===== config.mk =====
export PLATFORM = sky130hd
export DESIGN_NAME = rbr_front
export DESIGN_NICKNAME = d
export VERILOG_FILES = /design/src/ring_buffer_linear_resampler_unit_macros.svh /design/src/rbr_pkg.sv /design/src/rbr_front.sv
export SDC_FILE = /design/constraint.sdc
export NUM_CORES = 1
export LEC_CHECK = 0
export ABC_AREA = 0
export ABC_CLOCK_PERIOD_IN_PS = 4900
export BUFFER_PORTS_ARGS = -buffer_cell sky130_fd_sc_hd__buf_2
export CAP_MARGIN = 25
export CORE_MARGIN = 2
export CORE_UTILIZATION = 40
export CTS_CLUSTER_SIZE = 16
export DETAILED_ROUTE_END_ITERATION = 8
export RECOVER_POWER = 50
export SLEW_MARGIN = 15
export SYNTH_ARGS = -nofsm -noshare
export SYNTH_HDL_FRONTEND = slang
export SYNTH_SLANG_ARGS = --single-unit
export TNS_END_PERCENT = 50

===== constraint.sdc =====
create_clock -name clk -period 4.9 [get_ports clk]
set_input_delay 0.245 -clock clk [delete_from_list [all_inputs] [get_ports clk]]
set_output_delay 0.245 -clock clk [all_outputs]
set_load 0.01 [all_outputs]

===== src/ring_buffer_linear_resampler_unit_macros.svh =====
// Assertion macros for the resampler RTL.
`ifndef RING_BUFFER_LINEAR_RESAMPLER_UNIT_MACROS_SVH
`define RING_BUFFER_LINEAR_RESAMPLER_UNIT_MACROS_SVH

`ifndef SYNTH
`define RBR_ASSERT_IMP(lbl, clk_i, rstn_i, ante, cons) \
  lbl: assert property (@(posedge clk_i) disable iff (!rstn_i) (ante) |-> (cons)) \
    else $error("%m: assertion failed");
`define RBR_ASSERT_NXT(lbl, clk_i, rstn_i, ante, cons) \
  lbl: assert property (@(posedge clk_i) disable iff (!rstn_i) (ante) |=> (cons)) \
    else $error("%m: assertion failed");
`else
`define RBR_ASSERT_IMP(lbl, clk_i, rstn_i, ante, cons)
`define RBR_ASSERT_NXT(lbl, clk_i, rstn_i, ante, cons)
`endif

`endif


===== src/rbr_pkg.sv =====
`timescale 1ns / 1ps
package rbr_pkg;

  localparam int SAMPLE_W  = 24;
  localparam int STEP_W    = 20;
  localparam int PERIOD_W  = 13;
  localparam int POS_W     = 12;
  localparam int PHASE_W   = 32;
  localparam int IDX_W     = 16;
  localparam int FRAC_W    = 16;
  localparam int CMP_W     = 17;
  localparam int SUM_W     = 18;
  localparam int PROD_W    = 42;
  localparam int CFG_IDX_W = 2;

  localparam logic [STEP_W-1:0]   STEP_RESET   = 20'd65536;
  localparam logic [STEP_W-1:0]   STEP_MAX     = 20'd524288;
  localparam logic [PERIOD_W-1:0] PERIOD_RESET = 13'd256;
  localparam logic [PERIOD_W-1:0] PERIOD_MAX   = 13'd4096;

  localparam logic [CFG_IDX_W-1:0] CFG_SRC_STEP    = 2'd0;
  localparam logic [CFG_IDX_W-1:0] CFG_PERIOD      = 2'd1;
  localparam logic [CFG_IDX_W-1:0] CFG_MONO_SOURCE = 2'd2;

  typedef enum logic {
    OP_WRITE,
    OP_PULL
  } op_t;

  typedef struct packed {
    op_t                        op;
    logic signed [SAMPLE_W-1:0] left;
    logic signed [SAMPLE_W-1:0] right;
  } item_t;

  typedef struct packed {
    logic  valid;
    item_t item;
  } queue_head_t;

  typedef struct packed {
    logic [STEP_W-1:0]   step;
    logic [PERIOD_W-1:0] period;
    logic                mono;
  } cfg_t;

  typedef enum logic [1:0] {
    ST_IDLE,
    ST_READ_N,
    ST_MUL,
    ST_OUT
  } state_t;

endpackage


===== src/rbr_front.sv =====
`timescale 1ns / 1ps
module rbr_front
  import rbr_pkg::*;
(
  input  logic                       clk,
  input  logic                       rst_n,
  input  logic                       in_valid,
  output logic                       in_stall,
  input  logic                       in_action,
  input  logic signed [SAMPLE_W-1:0] in_left,
  input  logic signed [SAMPLE_W-1:0] in_right,
  output queue_head_t                head,
  input  logic                       pop
);

  item_t      slot_r [2];
  logic       wr_ptr_r;
  logic       rd_ptr_r;
  logic [1:0] cnt_r;
  logic       push;
  item_t      new_item;

  assign in_stall = (cnt_r == 2'd2);
  assign push     = in_valid && !in_stall;

  always_comb begin
    new_item.op    = in_action ? OP_PULL : OP_WRITE;
    new_item.left  = in_left;
    new_item.right = in_right;
  end

  assign head.valid = (cnt_r != 2'd0);
  assign head.item  = slot_r[rd_ptr_r];

  always_ff @(posedge clk) begin
    if (!rst_n) begin
      wr_ptr_r <= 1'b0;
      rd_ptr_r <= 1'b0;
      cnt_r    <= 2'd0;
    end else begin
      if (push) begin
        wr_ptr_r <= !wr_ptr_r;
      end
      if (pop) begin
        rd_ptr_r <= !rd_ptr_r;
      end
      unique case ({push, pop})
        2'b10:   cnt_r <= cnt_r + 2'd1;
        2'b01:   cnt_r <= cnt_r - 2'd1;
        default: cnt_r <= cnt_r;
      endcase
    end
  end

  always_ff @(posedge clk) begin
    if (push) begin
      slot_r[wr_ptr_r] <= new_item;
    end
  end

endmodule


==> run summary <==
Mapped Cells -> 177
CTS clk-pin slew, worst paths -> 100 ps
Routed WL per cell -> 15.4 um
Nets -> 343
WP data arrival -> 3070 ps
I/O Buffers -> 103
final count of pins violating max slew -> 50
final setup violating endpoints -> 0
syn_nets -> 231
I/O pin cnt -> 104
first-pass GRT wire length -> 9.45 mm
Mapped Avg Cell Area -> 21.2 um^2
Layout fillers -> 796
Crit path required time -> 4820 ps
area of the die -> 0.0102 mm^2
status -> complete, but fails checks
Antenna Nets Post-Route -> 0
kind of critical path -> flip-flop to flip-flop
Longest Clk Path Bufs -> 2
worst reg2reg path depth -> 3
Total GRT Usage -> 0.125
crit-path leading delay family -> buffers and inverters
largest net degree at the start of global routing -> 50
Yosys cell types -> 18
GP Congestion -> 0.668
flop2flop setup slack -> 1760 ps
dpl cell area -> 0.00442 mm^2
Hold Buf Count CTS -> 0
sequential area share after synthesis -> 0.811
cell count along the critical path -> 3
CTS sink cnt -> 103
row count -> 35
power after layout -> 1930 uW
Startpoint Class -> flip-flop
Least-Margin Pin Slew -> 2770 ps
CTS tree -> done
grt ovf -> 0
Final Cell Area -> 0.00461 mm^2
failing checks -> capacitance limit, slew limit
Ys Warns -> 0
top area cells in the synthesized netlist -> edfxtp_1 (78%), mux2_2 (15%), dfxtp_1 (2.7%)
Routed WL -> 6.25 mm
Worst Path Max Fanout -> 49
largest area contributor in the netlist -> edfxtp_1
Area Overhead vs Synth -> 22.9%
Setup Skew -> 10.1 ps
Max-slew headroom -> -0.847
Worst R2R End -> slot_r[1][45]
VDD IR max -> 0.193 mV
htree depth -> 3
max-cap viol count -> 1
layout cells sized above 1 -> 0.520
Hold Violations, Final -> 0
Synth top area share -> 0.784
Setup TNS -> 0 ps
Placed Cells incl. Taps -> 389
DP HPWL -> 3.95 mm
pwr/cell area -> 418 mW/mm^2
hold path cells -> 1
reg2reg start -> cnt_r[0]
Worst Setup SP -> cnt_r[0]
clk_lat worst skew -> 360 ps
Num CTS Buffers -> 9
delay of the slowest critical-path stage -> 1960 ps
initial core utilization -> 0.410
via count of the routed design -> 1916
Post-CTS Resized -> 0
Final Non-Filler Cells -> 405
Starting DRT DRC Count -> 71
fin crit share -> 0.642
Endpoint, Worst Hold -> slot_r[1][6]
slowest CP cell -> clkbuf_1
RSZ-0062 raised after global routing -> false
die height -> 101 um
hold path start -> in_right[6]
n_diodes -> 0
initial antenna violation count -> 0
P_leak -> 0.00168 uW
drt pass-1 iters -> 4
CP bufs+invs -> 1
# DRC -> 0
core area -> 0.00915 mm^2
number of setup buffers added after CTS -> 0
Critical Path End Type -> flip-flop
worst min path class -> input port to flip-flop
#FFs+latches synth -> 103
fin crit period -> 3140 ps
Die W -> 101 um
Root Buffer -> clkbuf_8
DR vias/cell -> 4.73
CP Cell Sequence -> nand2b_2 -> and3_2 -> clkbuf_1
mapped cell area -> 0.00375 mm^2
Achievable Freq -> 318 MHz
vias in the first global route -> 1967
## area by class of cell
class | count | area (um^2) | share of cell area
clock buffers | 9 | 124 | 0.0269
clock inverters | 7 | 101 | 0.0220
inverters | 3 | 11.3 | 0.00244
multi-input cells | 66 | 673 | 0.146
flip-flops and latches | 103 | 3040 | 0.660
well taps | 111 | 139 | 0.0301
repair buffers | 106 | 519 | 0.113
## through the flow
stage,utilization,hold slack (ps),worst slack [ps]
detailed placement,0.483,436,2980
CTS,0.507,48.7,2650
floorplan,-,344,2640
global placement,0.481,434,2730
finish,0.504,63.5,1760
global route,0.504,34.2,1410
## power breakdown
part | switching [uW] | internal [uW]
sequential | 22.2 | 1060
combinational | 141 | 123
clock | 292 | 294
## placed cells by master (no fill, tap or decap), drive strengths merged
cell,n
bufinv,2
clkinv,2
and3,1
or3,2
nand2,1
edfxtp,98
and2,3
a21boi,2
inv,6
or2,1
buf,83
dfxtp,5
o21ai,2
mux2,49
clkbuf,32
ha,1
xor2,1
nand2b,1
xnor2,2
## synthesized netlist by cell type
cell	number
dfxtp_1	5
o21ai_0	2
xnor2_1	2
and2_1	3
inv_2	1
nand2_1	1
or3_1	2
and3_1	1
edfxtp_1	98
mux2_2	49
a21boi_1	2
or2_2	1
buf_4	1
nand2b_2	1
ha_1	1
buf_2	4
inv_1	2
xor2_1	1
## kinds of logic after synthesis
logic type | count (synthesis) | synth area share
AND/OR/NAND/NOR | 9 | 0.0150
buffers and inverters | 8 | 0.0103
multiplexers | 49 | 0.147
adder cells (fa/ha/maj) | 1 | 0.00333
flip-flops | 103 | 0.811
XOR/XNOR | 3 | 0.00700
AO/OA/AOI/OAI | 4 | 0.00667
## layer usage
metal | part of all wire | global-route usage
met1 | 0.44 | 0.158
met2 | 0.45 | 0.191
met3 | 0.089 | 0.0562
met4 | 0.014 | 0.0474
met5 | 0 | 0
## worst max path at each step
| stage | to | slack (ps) |
|---|---|---|
| after floorplan | slot_r[0][0] | 2640 |
| after CTS | head[24] | 2650 |
| final | slot_r[1][45] | 1760 |
| after global placement | slot_r[0][37] | 2730 |
| after detailed placement | slot_r[0][2] | 2980 |
| after global routing | slot_r[1][19] | 1410 |
## state kept, by name, indices dropped and copies added (netlist names), named ones only
signal / cells
rd_ptr_r: 1
wr_ptr_r: 1
slot_r: 98
cnt_r: 2
Note: power is estimated with default switching activity, not from simulation.
